### src/rtl/named_timer_table_scheduler_macros.svh
// Assertion macros shared by the timer scheduler RTL.
`ifndef NAMED_TIMER_TABLE_SCHEDULER_MACROS_SVH
`define NAMED_TIMER_TABLE_SCHEDULER_MACROS_SVH

// Same-cycle implication, checked out of reset.
`define NTTS_ASSERT_IMP(lbl, clk, rstn, ante, cons) \
  lbl: assert property (@(posedge clk) disable iff (!rstn) (ante) |-> (cons)) \
    else $error("ntts: assertion failed");

// Next-cycle implication, checked out of reset.
`define NTTS_ASSERT_NXT(lbl, clk, rstn, ante, cons) \
  lbl: assert property (@(posedge clk) disable iff (!rstn) (ante) |=> (cons)) \
    else $error("ntts: assertion failed");

`endif

### src/rtl/ntts_pkg.sv
// Types and constants of the timer table scheduler.
package ntts_pkg;

  // Opcodes
  localparam logic [2:0] OP_TICK    = 3'd0;
  localparam logic [2:0] OP_ADD_IV  = 3'd1;
  localparam logic [2:0] OP_ADD_TO  = 3'd2;
  localparam logic [2:0] OP_ADD_DF  = 3'd3;
  localparam logic [2:0] OP_CAN_IV  = 3'd4;
  localparam logic [2:0] OP_CAN_TO  = 3'd5;
  localparam logic [2:0] OP_CAN_DF  = 3'd6;
  localparam logic [2:0] OP_UNUSED  = 3'd7;

  // Result status codes
  localparam logic [2:0] ST_FIRED  = 3'd0;
  localparam logic [2:0] ST_DONE   = 3'd1;
  localparam logic [2:0] ST_ACCEPT = 3'd2;
  localparam logic [2:0] ST_FULL   = 3'd3;
  localparam logic [2:0] ST_HIT    = 3'd4;
  localparam logic [2:0] ST_MISS   = 3'd5;

  // Entry kinds
  localparam logic [1:0] KIND_INTERVAL = 2'd0;
  localparam logic [1:0] KIND_TIMEOUT  = 2'd1;
  localparam logic [1:0] KIND_DEFER    = 2'd2;

  localparam logic [31:0] NEVER_PERIOD = 32'hFFFF_FFFF;

  // One table entry as held in the memory
  typedef struct packed {
    logic [1:0]  kind;
    logic [7:0]  key;
    logic        named;
    logic [31:0] period;
    logic [31:0] last_run;
  } entry_t;

endpackage

### src/rtl/ntts_div.sv
// Serial 32-bit restoring divider, one quotient bit per cycle.
module ntts_div (
  input  logic        clk_i,
  input  logic        rst_ni,
  input  logic        start_i,
  input  logic [31:0] dividend_i,
  input  logic [31:0] divisor_i,
  output logic        busy_o,
  output logic        done_o,
  output logic [31:0] quot_o,
  output logic [31:0] rem_o
);

  logic        busy_q;
  logic        done_q;
  logic [5:0]  cnt_q;
  logic [31:0] quo_q;
  logic [31:0] rem_q;
  logic [31:0] dvs_q;
  logic [32:0] shifted;
  logic        fits;

  // trial subtract of the shifted partial remainder
  assign shifted = {rem_q, quo_q[31]};
  assign fits    = shifted >= {1'b0, dvs_q};

  always_ff @(posedge clk_i or negedge rst_ni) begin
    if (!rst_ni) begin
      busy_q <= 1'b0;
      done_q <= 1'b0;
      cnt_q  <= '0;
    end else begin
      done_q <= 1'b0;
      if (start_i) begin
        busy_q <= 1'b1;
        cnt_q  <= 6'd32;
      end else if (busy_q) begin
        cnt_q <= cnt_q - 6'd1;
        if (cnt_q == 6'd1) begin
          busy_q <= 1'b0;
          done_q <= 1'b1;
        end
      end
    end
  end

  // datapath
  always_ff @(posedge clk_i) begin
    if (start_i) begin
      quo_q <= dividend_i;
      rem_q <= '0;
      dvs_q <= divisor_i;
    end else if (busy_q) begin
      quo_q <= {quo_q[30:0], fits};
      rem_q <= fits ? 32'(shifted - {1'b0, dvs_q}) : shifted[31:0];
    end
  end

  assign busy_o = busy_q;
  assign done_o = done_q;
  assign quot_o = quo_q;
  assign rem_o  = rem_q;

endmodule

### src/rtl/named_timer_table_scheduler.sv
// Timer table scheduler: entry memory, scan sequencer and result register.
//
//  channel  | dir | tdata (low bit up)                              | side bits
//  s_axis   | in  | timer_key, has_name, period, now_ms, random_word| tuser: opcode
//  m_axis   | out | fired_key, fired_named, fired_kind              | tuser: status, tlast
//
// An add or cancel is accepted, then scans and evaluates each entry searched and finishes;
// an add of an interval with nonzero period also runs the serial divider.
// A tick is accepted, scans and evaluates each entry, writes back each surviving entry,
// runs the divider, then multiply and add, for each due interval of nonzero period and
// finishes with a done beat.
// Reset clears the live bits and the entry count at once; no clearing pass.
// A stalled result register holds the sequencer until the beat is taken.
module named_timer_table_scheduler #(
  parameter int TABLE_SLOTS = 16
) (
  input  logic         clk_i,
  input  logic         rst_ni,
  input  logic         s_axis_tvalid_i,
  output logic         s_axis_tready_o,
  // key[7:0], has_name[8], period[40:9], now_ms[72:41], random_word[104:73]
  input  logic [111:0] s_axis_tdata_i,
  // opcode[2:0]
  input  logic [2:0]   s_axis_tuser_i,
  output logic         m_axis_tvalid_o,
  input  logic         m_axis_tready_i,
  // fired_key[7:0], fired_named[8], fired_kind[10:9]
  output logic [15:0]  m_axis_tdata_o,
  // status[2:0]
  output logic [2:0]   m_axis_tuser_o,
  output logic         m_axis_tlast_o
);

  `include "named_timer_table_scheduler_macros.svh"

  localparam int CW = $clog2(TABLE_SLOTS + 1);
  localparam int IW = $clog2(TABLE_SLOTS);

  localparam logic [3:0] S_IDLE = 4'd0;
  localparam logic [3:0] S_SCAN = 4'd1;
  localparam logic [3:0] S_EVAL = 4'd2;
  localparam logic [3:0] S_DIV  = 4'd3;
  localparam logic [3:0] S_MUL  = 4'd4;
  localparam logic [3:0] S_KEEP = 4'd5;
  localparam logic [3:0] S_FIN  = 4'd6;
  localparam logic [3:0] S_POST = 4'd7;
  localparam logic [3:0] S_ADIV = 4'd8;
  localparam logic [3:0] S_AWR  = 4'd9;

  logic [3:0]  state_q, state_d;
  logic [2:0]  op_q, op_d;
  logic [1:0]  kind_q, kind_d;
  logic [7:0]  key_q, key_d;
  logic        named_q, named_d;
  logic [31:0] period_q, period_d;
  logic [31:0] now_q, now_d;
  logic [31:0] rnd_q, rnd_d;
  logic [31:0] off_q, off_d;
  logic [31:0] prod_q, prod_d;
  logic        hit_q, hit_d;
  logic [CW-1:0] idx_q, idx_d;
  logic [CW-1:0] wr_q, wr_d;
  logic [CW-1:0] count_q, count_d;
  logic [TABLE_SLOTS-1:0] live_q, live_d;
  ntts_pkg::entry_t ent_q, ent_d;

  // entry memory
  ntts_pkg::entry_t mem_q [TABLE_SLOTS];
  ntts_pkg::entry_t mem_rd_q;
  ntts_pkg::entry_t mem_wd;
  logic          mem_we;
  logic [IW-1:0] mem_wa;
  logic [IW-1:0] mem_ra;

  // result register
  logic       out_valid_q;
  logic [2:0] out_status_q, emit_status;
  logic [7:0] out_key_q, emit_key;
  logic       out_named_q, emit_named;
  logic [1:0] out_kind_q, emit_kind;
  logic       out_last_q, emit_last;
  logic       emit;
  logic       can_emit;

  // divider
  logic        div_start;
  logic [31:0] div_a, div_b;
  logic        div_busy, div_done;
  logic [31:0] div_quot, div_rem;

  logic        is_tick;
  logic        is_add;
  logic        cur_live;
  logic [31:0] elapsed;
  logic        due;

  ntts_div u_div (
    .clk_i      (clk_i),
    .rst_ni     (rst_ni),
    .start_i    (div_start),
    .dividend_i (div_a),
    .divisor_i  (div_b),
    .busy_o     (div_busy),
    .done_o     (div_done),
    .quot_o     (div_quot),
    .rem_o      (div_rem)
  );

  assign can_emit = !out_valid_q || m_axis_tready_i;
  assign is_tick  = op_q == ntts_pkg::OP_TICK;
  assign is_add   = (op_q == ntts_pkg::OP_ADD_IV) || (op_q == ntts_pkg::OP_ADD_TO) ||
                    (op_q == ntts_pkg::OP_ADD_DF);
  assign mem_ra   = idx_q[IW-1:0];
  assign cur_live = live_q[idx_q[IW-1:0]];
  assign elapsed  = now_q - mem_rd_q.last_run;
  assign due      = cur_live && ((mem_rd_q.kind == ntts_pkg::KIND_DEFER) ||
                    ((mem_rd_q.period != ntts_pkg::NEVER_PERIOD) &&
                     (elapsed > mem_rd_q.period)));
  assign prod_d   = 32'(div_quot * ent_q.period);

  // sequencer
  always_comb begin
    state_d  = state_q;
    op_d     = op_q;
    kind_d   = kind_q;
    key_d    = key_q;
    named_d  = named_q;
    period_d = period_q;
    now_d    = now_q;
    rnd_d    = rnd_q;
    off_d    = off_q;
    hit_d    = hit_q;
    idx_d    = idx_q;
    wr_d     = wr_q;
    count_d  = count_q;
    live_d   = live_q;
    ent_d    = ent_q;
    mem_we   = 1'b0;
    mem_wa   = wr_q[IW-1:0];
    mem_wd   = ent_q;
    div_start = 1'b0;
    div_a    = rnd_q;
    div_b    = period_q;
    emit        = 1'b0;
    emit_status = ntts_pkg::ST_DONE;
    emit_key    = key_q;
    emit_named  = named_q;
    emit_kind   = kind_q;
    emit_last   = 1'b1;

    unique case (state_q)
      S_IDLE: begin
        if (s_axis_tvalid_i) begin
          op_d     = s_axis_tuser_i;
          key_d    = s_axis_tdata_i[7:0];
          named_d  = s_axis_tdata_i[8];
          period_d = s_axis_tdata_i[40:9];
          now_d    = s_axis_tdata_i[72:41];
          rnd_d    = s_axis_tdata_i[104:73];
          off_d    = '0;
          hit_d    = 1'b0;
          idx_d    = '0;
          wr_d     = '0;
          unique case (s_axis_tuser_i) inside
            ntts_pkg::OP_ADD_IV, ntts_pkg::OP_CAN_IV: kind_d = ntts_pkg::KIND_INTERVAL;
            ntts_pkg::OP_ADD_TO, ntts_pkg::OP_CAN_TO: kind_d = ntts_pkg::KIND_TIMEOUT;
            default:                                  kind_d = ntts_pkg::KIND_DEFER;
          endcase
          if (s_axis_tuser_i != ntts_pkg::OP_UNUSED) begin
            state_d = S_SCAN;
          end
        end
      end
      S_SCAN: begin
        if (idx_q == count_q) begin
          state_d = is_tick ? S_FIN : S_POST;
        end else begin
          state_d = S_EVAL;
        end
      end
      S_EVAL: begin
        ent_d = mem_rd_q;
        if (is_tick) begin
          if (due) begin
            if (can_emit) begin
              emit        = 1'b1;
              emit_status = ntts_pkg::ST_FIRED;
              emit_key    = mem_rd_q.key;
              emit_named  = mem_rd_q.named;
              emit_kind   = mem_rd_q.kind;
              emit_last   = 1'b0;
              if (mem_rd_q.kind != ntts_pkg::KIND_INTERVAL) begin
                live_d[idx_q[IW-1:0]] = 1'b0;
                idx_d   = idx_q + 1'b1;
                state_d = S_SCAN;
              end else if (mem_rd_q.period != '0) begin
                div_start = 1'b1;
                div_a     = elapsed;
                div_b     = mem_rd_q.period;
                state_d   = S_DIV;
              end else begin
                state_d = S_KEEP;
              end
            end
          end else if (cur_live) begin
            state_d = S_KEEP;
          end else begin
            idx_d   = idx_q + 1'b1;
            state_d = S_SCAN;
          end
        end else begin
          // first live named entry of the same kind and key
          if (cur_live && mem_rd_q.named && named_q && (mem_rd_q.key == key_q) &&
              (mem_rd_q.kind == kind_q)) begin
            live_d[idx_q[IW-1:0]] = 1'b0;
            hit_d   = 1'b1;
            state_d = S_POST;
          end else begin
            idx_d   = idx_q + 1'b1;
            state_d = S_SCAN;
          end
        end
      end
      S_DIV: begin
        if (div_done) begin
          state_d = S_MUL;
        end
      end
      S_MUL: begin
        ent_d.last_run = ent_q.last_run + prod_q;
        state_d = S_KEEP;
      end
      S_KEEP: begin
        // compaction: move the surviving entry down to the write slot
        mem_we = 1'b1;
        if (wr_q != idx_q) begin
          live_d[idx_q[IW-1:0]] = 1'b0;
        end
        live_d[wr_q[IW-1:0]] = 1'b1;
        wr_d    = wr_q + 1'b1;
        idx_d   = idx_q + 1'b1;
        state_d = S_SCAN;
      end
      S_FIN: begin
        if (can_emit) begin
          emit        = 1'b1;
          emit_status = ntts_pkg::ST_DONE;
          emit_key    = '0;
          emit_named  = 1'b0;
          emit_kind   = '0;
          count_d     = wr_q;
          state_d     = S_IDLE;
        end
      end
      S_POST: begin
        if (!is_add) begin
          if (can_emit) begin
            emit        = 1'b1;
            emit_status = hit_q ? ntts_pkg::ST_HIT : ntts_pkg::ST_MISS;
            emit_named  = hit_q | named_q;
            state_d     = S_IDLE;
          end
        end else if (count_q == CW'(TABLE_SLOTS)) begin
          if (can_emit) begin
            emit        = 1'b1;
            emit_status = ntts_pkg::ST_FULL;
            state_d     = S_IDLE;
          end
        end else if ((kind_q == ntts_pkg::KIND_INTERVAL) && (period_q != '0)) begin
          div_start = 1'b1;
          state_d   = S_ADIV;
        end else begin
          state_d = S_AWR;
        end
      end
      S_ADIV: begin
        if (div_done) begin
          off_d   = {1'b0, div_rem[31:1]};
          state_d = S_AWR;
        end
      end
      S_AWR: begin
        if (can_emit) begin
          emit           = 1'b1;
          emit_status    = ntts_pkg::ST_ACCEPT;
          mem_we         = 1'b1;
          mem_wa         = count_q[IW-1:0];
          mem_wd.kind    = kind_q;
          mem_wd.key     = key_q;
          mem_wd.named   = named_q;
          case (kind_q)
            ntts_pkg::KIND_INTERVAL: begin
              mem_wd.period   = period_q;
              mem_wd.last_run = now_q - period_q - off_q;
            end
            ntts_pkg::KIND_TIMEOUT: begin
              mem_wd.period   = period_q;
              mem_wd.last_run = now_q;
            end
            default: begin
              mem_wd.period   = '0;
              mem_wd.last_run = '0;
            end
          endcase
          live_d[count_q[IW-1:0]] = 1'b1;
          count_d = count_q + 1'b1;
          state_d = S_IDLE;
        end
      end
      default: state_d = S_IDLE;
    endcase
  end

  // control registers
  always_ff @(posedge clk_i or negedge rst_ni) begin
    if (!rst_ni) begin
      state_q     <= S_IDLE;
      count_q     <= '0;
      live_q      <= '0;
      out_valid_q <= 1'b0;
    end else begin
      state_q <= state_d;
      count_q <= count_d;
      live_q  <= live_d;
      if (emit) begin
        out_valid_q <= 1'b1;
      end else if (m_axis_tready_i) begin
        out_valid_q <= 1'b0;
      end
    end
  end

  // payload registers
  always_ff @(posedge clk_i) begin
    op_q     <= op_d;
    kind_q   <= kind_d;
    key_q    <= key_d;
    named_q  <= named_d;
    period_q <= period_d;
    now_q    <= now_d;
    rnd_q    <= rnd_d;
    off_q    <= off_d;
    hit_q    <= hit_d;
    idx_q    <= idx_d;
    wr_q     <= wr_d;
    ent_q    <= ent_d;
    prod_q   <= prod_d;
    if (emit) begin
      out_status_q <= emit_status;
      out_key_q    <= emit_key;
      out_named_q  <= emit_named;
      out_kind_q   <= emit_kind;
      out_last_q   <= emit_last;
    end
  end

  // entry memory: one write, one registered read
  always_ff @(posedge clk_i) begin
    if (mem_we) begin
      mem_q[mem_wa] <= mem_wd;
    end
    mem_rd_q <= mem_q[mem_ra];
  end

  assign s_axis_tready_o = state_q == S_IDLE;
  assign m_axis_tvalid_o = out_valid_q;
  assign m_axis_tdata_o  = {5'd0, out_kind_q, out_named_q, out_key_q};
  assign m_axis_tuser_o  = out_status_q;
  assign m_axis_tlast_o  = out_last_q;

  // checks
  `NTTS_ASSERT_IMP(a_count_bound, clk_i, rst_ni, 1'b1, count_q <= CW'(TABLE_SLOTS))
  `NTTS_ASSERT_IMP(a_live_below_count, clk_i, rst_ni, 1'b1, (live_q >> count_q) == '0)
  `NTTS_ASSERT_IMP(a_emit_slot_free, clk_i, rst_ni, emit, can_emit)
  `NTTS_ASSERT_IMP(a_div_owner, clk_i, rst_ni, div_busy, (state_q == S_DIV) || (state_q == S_ADIV))
  `NTTS_ASSERT_IMP(a_wr_behind_rd, clk_i, rst_ni, state_q != S_IDLE, wr_q <= idx_q)

endmodule
### config.mk
export PLATFORM = sky130hd
export DESIGN_NAME = named_timer_table_scheduler
export DESIGN_NICKNAME = d
export VERILOG_FILES = /design/src/rtl/ntts_pkg.sv /design/src/rtl/ntts_div.sv /design/src/rtl/named_timer_table_scheduler.sv
export VERILOG_INCLUDE_DIRS = /design/src /design/src/rtl
export SDC_FILE = /design/constraint.sdc
export NUM_CORES = 2
export LEC_CHECK = 0
export CAP_MARGIN = 5
export CORE_AREA = 2 2 493 691
export CTS_BUF_LIST = sky130_fd_sc_hd__clkbuf_8
export DETAILED_ROUTE_END_ITERATION = 10
export DIE_AREA = 0 0 495 693
export DONT_BUFFER_PORTS = 1
export PLACE_DENSITY = 0.45
export SYNTH_ARGS = -nofsm -noshare
export SYNTH_HDL_FRONTEND = slang
export SYNTH_SLANG_ARGS = --single-unit
### constraint.sdc
create_clock -name clk_i -period 7.1 [get_ports clk_i]
set_input_delay 0 -clock clk_i [delete_from_list [all_inputs] [get_ports clk_i]]
set_output_delay 0 -clock clk_i [all_outputs]
set_load 0.02 [all_outputs]
==> flow_summary.toml <==
[min_path]
hp-start = "s_axis_tdata_i[19]"
holdPathEnd = "period_q[10]"
holdPathStages = 2
hold_path_class = "primary input to register"

[yosys]
syn_inst = 6039
synthArstFlopShare_pct = 2.03
yosysWarnings = 0
yosysTopAreaCellShare_pct = 51.9
yosys.area_share.simple_pct = 7.05
synthAdderAreaFrac_pct = 14.4
synthMuxAreaShare_pct = 10.3
synth.most_common_cell = "edfxtp_1"
synth_edf_count = 1506
synth_cell_types = 88
yosysSeqAreaShare_pct = 56.1
post_synth_most_frequent_cells = "edfxtp_1 (1,506), inv_1 (611), nand2_1 (533)"
avgSynthCellArea_sq_um = 14.4
synth_top_family_by_area = "adder cells"
synth_seq_cells = 1679
ys_top_cells_by_area = "edfxtp_1 (52%), fa_1 (10%), mux4_2 (9.8%), ha_1 (4.3%), dfxtp_1 (3.2%)"
netlist_area_sq_um = 87100
synthXorXnorAreaFrac_pct = 2.31
synth-main-ff-cell = "edfxtp_1"
synth_top_area_cell = "edfxtp_1"
synth_compound_area_share_pct = 6.00

[grt]
antenna_found_initial = 10
grt_pass1_wl_um = 410000
grt.total_usage_pct = 16.5
grt_max_degree = 122
first_global_vias = 56900
overflow = 0

[die]
ios = 141
rows = 253
initial_core_util_pct = 25.8
die_x_um = 495
dieArea_sq_um = 343000
core_area_sq_um = 337000
die_h_um = 693

[routing]
first_pass_iters = 6
drtIter0Drc = 3977
drc = 0
wirelength_um = 287000
routedWlPerCell_um = 25.5
vias = 53000
viasPerCell = 4.72
antenna_left = 0

[placed_design]
dp_worst_setup_slack_ns = -0.0748
port_buffers = 0
gp_congestion = 0.886
dp_hpwl_um = 197000

[setup_path]
worstPathArrival_ns = 7.85
cp.required_ns = 7.93
crit_type = "register to register"
r2r_slack_ns = 0.08
end_kind = "register"
cp_max_fo = 10
r2r_cells = 20
reg2reg_to = "prod_q[30]"
critPathLaunchType = "register"
r2r_start = "u_div.quot_o[17]"

[timing]
setup_viol = 0
slew_viol_final = 0
setup-tns-final_ns = 0
setup_slack_ns = 0.0792
hold_viol_final = 0
period_needed_ns = 7.02
fin_crit_sh_pct = 98.9
slew-limit-headroom_pct = 21.5
worstMarginPinSlew_ns = 1.17
clock_skew_ns = 0.103
hold_slack_ns = 0.171
rsz0062_at_grt = "yes"
clock.fmax_mhz = 142

[layout]
fillers = 34000
seq_area_sq_um = 48900
final_layout_size_suffix_gt1_share_pct = 16.8
multi_input_area_sq_um = 35300
area_growth_pct = 17.5
fin_nets = 7420

[cts]
cts-root-buf = "clkbuf_8"
clk_path_buf_depth = 4
cts.sinks = 1679
cts_tree = "done"
insertion_delay_ns = 1.01
path_clk_slew_ns = 0.06
cts.htree.levels = 5
cts_buffers = 288

[outcome]
status = "finished clean"

[job]
maxCapViolations = 0
## final cells by class
class                           count  share of cell area (%)
Antenna cell                        3                 0.00733
Clock buffer                      309                    4.15
Clock inverter                    189                    1.16
Inverter                          613                    2.26
Multi-Input combinational cell   3469                    34.4
Sequential cell                  1679                    47.7
Tap cell                         4462                    5.45
Timing Repair Buffer              512                    4.82
## per-stage QoR
step / cell area, sq um / instances / utilization (%)
after floorplan: 87200 / 6043 / -
after global placement: 94300 / 10500 / 28.0
after detailed placement: 94300 / 10500 / 28.0
after CTS: 102000 / 11200 / 30.3
after global routing: 102000 / 11200 / 30.3
final: 102000 / 11200 / 30.3
## layout by cell type, fill, tap and decap left out, types with 39 or more instances in the layout
cell	count
nand2_1	529
xnor2_1	145
buf_4	239
nor3_1	41
dlygate4sd3_1	224
dfxtp_1	139
fa_1	438
a21o_1	85
edfxtp_1	1506
buf_12	39
mux4_2	380
clkinv_1	49
ha_1	293
inv_1	693
o21ai_0	200
xor2_1	84
and2_1	319
clkbuf_8	310
a21oi_1	189
nor2_1	146
## critical path, cell delays in order, from the launching register on
cell	delay [ns]
edfxtp_1	0.51
buf_4	0.24
and2_1	0.18
fa_1	0.56
fa_1	0.44
fa_1	0.54
inv_1	0.06
fa_1	0.47
inv_1	0.05
fa_1	0.48
fa_1	0.53
fa_1	0.57
fa_1	0.45
ha_1	0.21
or3_1	0.36
a311o_1	0.34
a31oi_2	0.16
nor2b_1	0.07
o21a_1	0.18
o41a_1	0.33
xor2_1	0.15
## metal layers
| layer | GRT usage (%) | part of all wire [%] |
|---|---|---|
| met5 | 0 | 0.0066 |
| met4 | 5.15 | 3.2 |
| met3 | 1.96 | 4.3 |
| met2 | 30.0 | 52 |
| met1 | 20.3 | 40 |
## state kept, by name (all words and copies together) (netlist names), 8 cells and up
register and flops:
mem_q 1200, ent_q 75, mem_rd_q 75, now_q 32, period_q 32, prod_q 32, rnd_q 32, u_div.dvs_q 32
u_div.quot_o 32, u_div.rem_o 32, off_q 31, live_q 16, key_q 8, out_key_q 8
## worst max-delay path by stage
| stage | cells past startpoint | slack (ns) | to | start |
|---|---|---|---|---|
| 6_report | 20 | 0.08 | prod_q[30] | u_div.quot_o[17] |
| 5_1_grt | 27 | -0.15 | prod_q[30] | ent_q[36] |
| 4_1_cts | 22 | 0.0006 | prod_q[30] | u_div.quot_o[5] |
| 3_5_place_dp | 21 | -0.07 | prod_q[30] | ent_q[35] |
| 3_3_place_gp | 25 | -0.08 | prod_q[30] | ent_q[37] |
| 2_1_floorplan | 25 | 0.24 | prod_q[30] | ent_q[36] |
## kinds of logic after synthesis
| family | count (synthesis) |
|---|---|
| buf+inv | 896 |
| simple gates | 1270 |
| mux | 417 |
| fa+ha+maj | 738 |
| other cells | 1 |
| flops | 1679 |
| compound gates | 808 |
| xor+xnor | 230 |
## timing repair
item,in CTS,in global routing
endpoints found under the setup margin,2,17
setup buffers,8,9
cloned,0,1
endpoints found under the hold margin,336,0
resized for setup,7,20
hold buffers,226,0
pin swaps,13,9
Power is not shown: default switching activity piles up to over one toggle a cycle in this logic, so the estimate is an artifact.
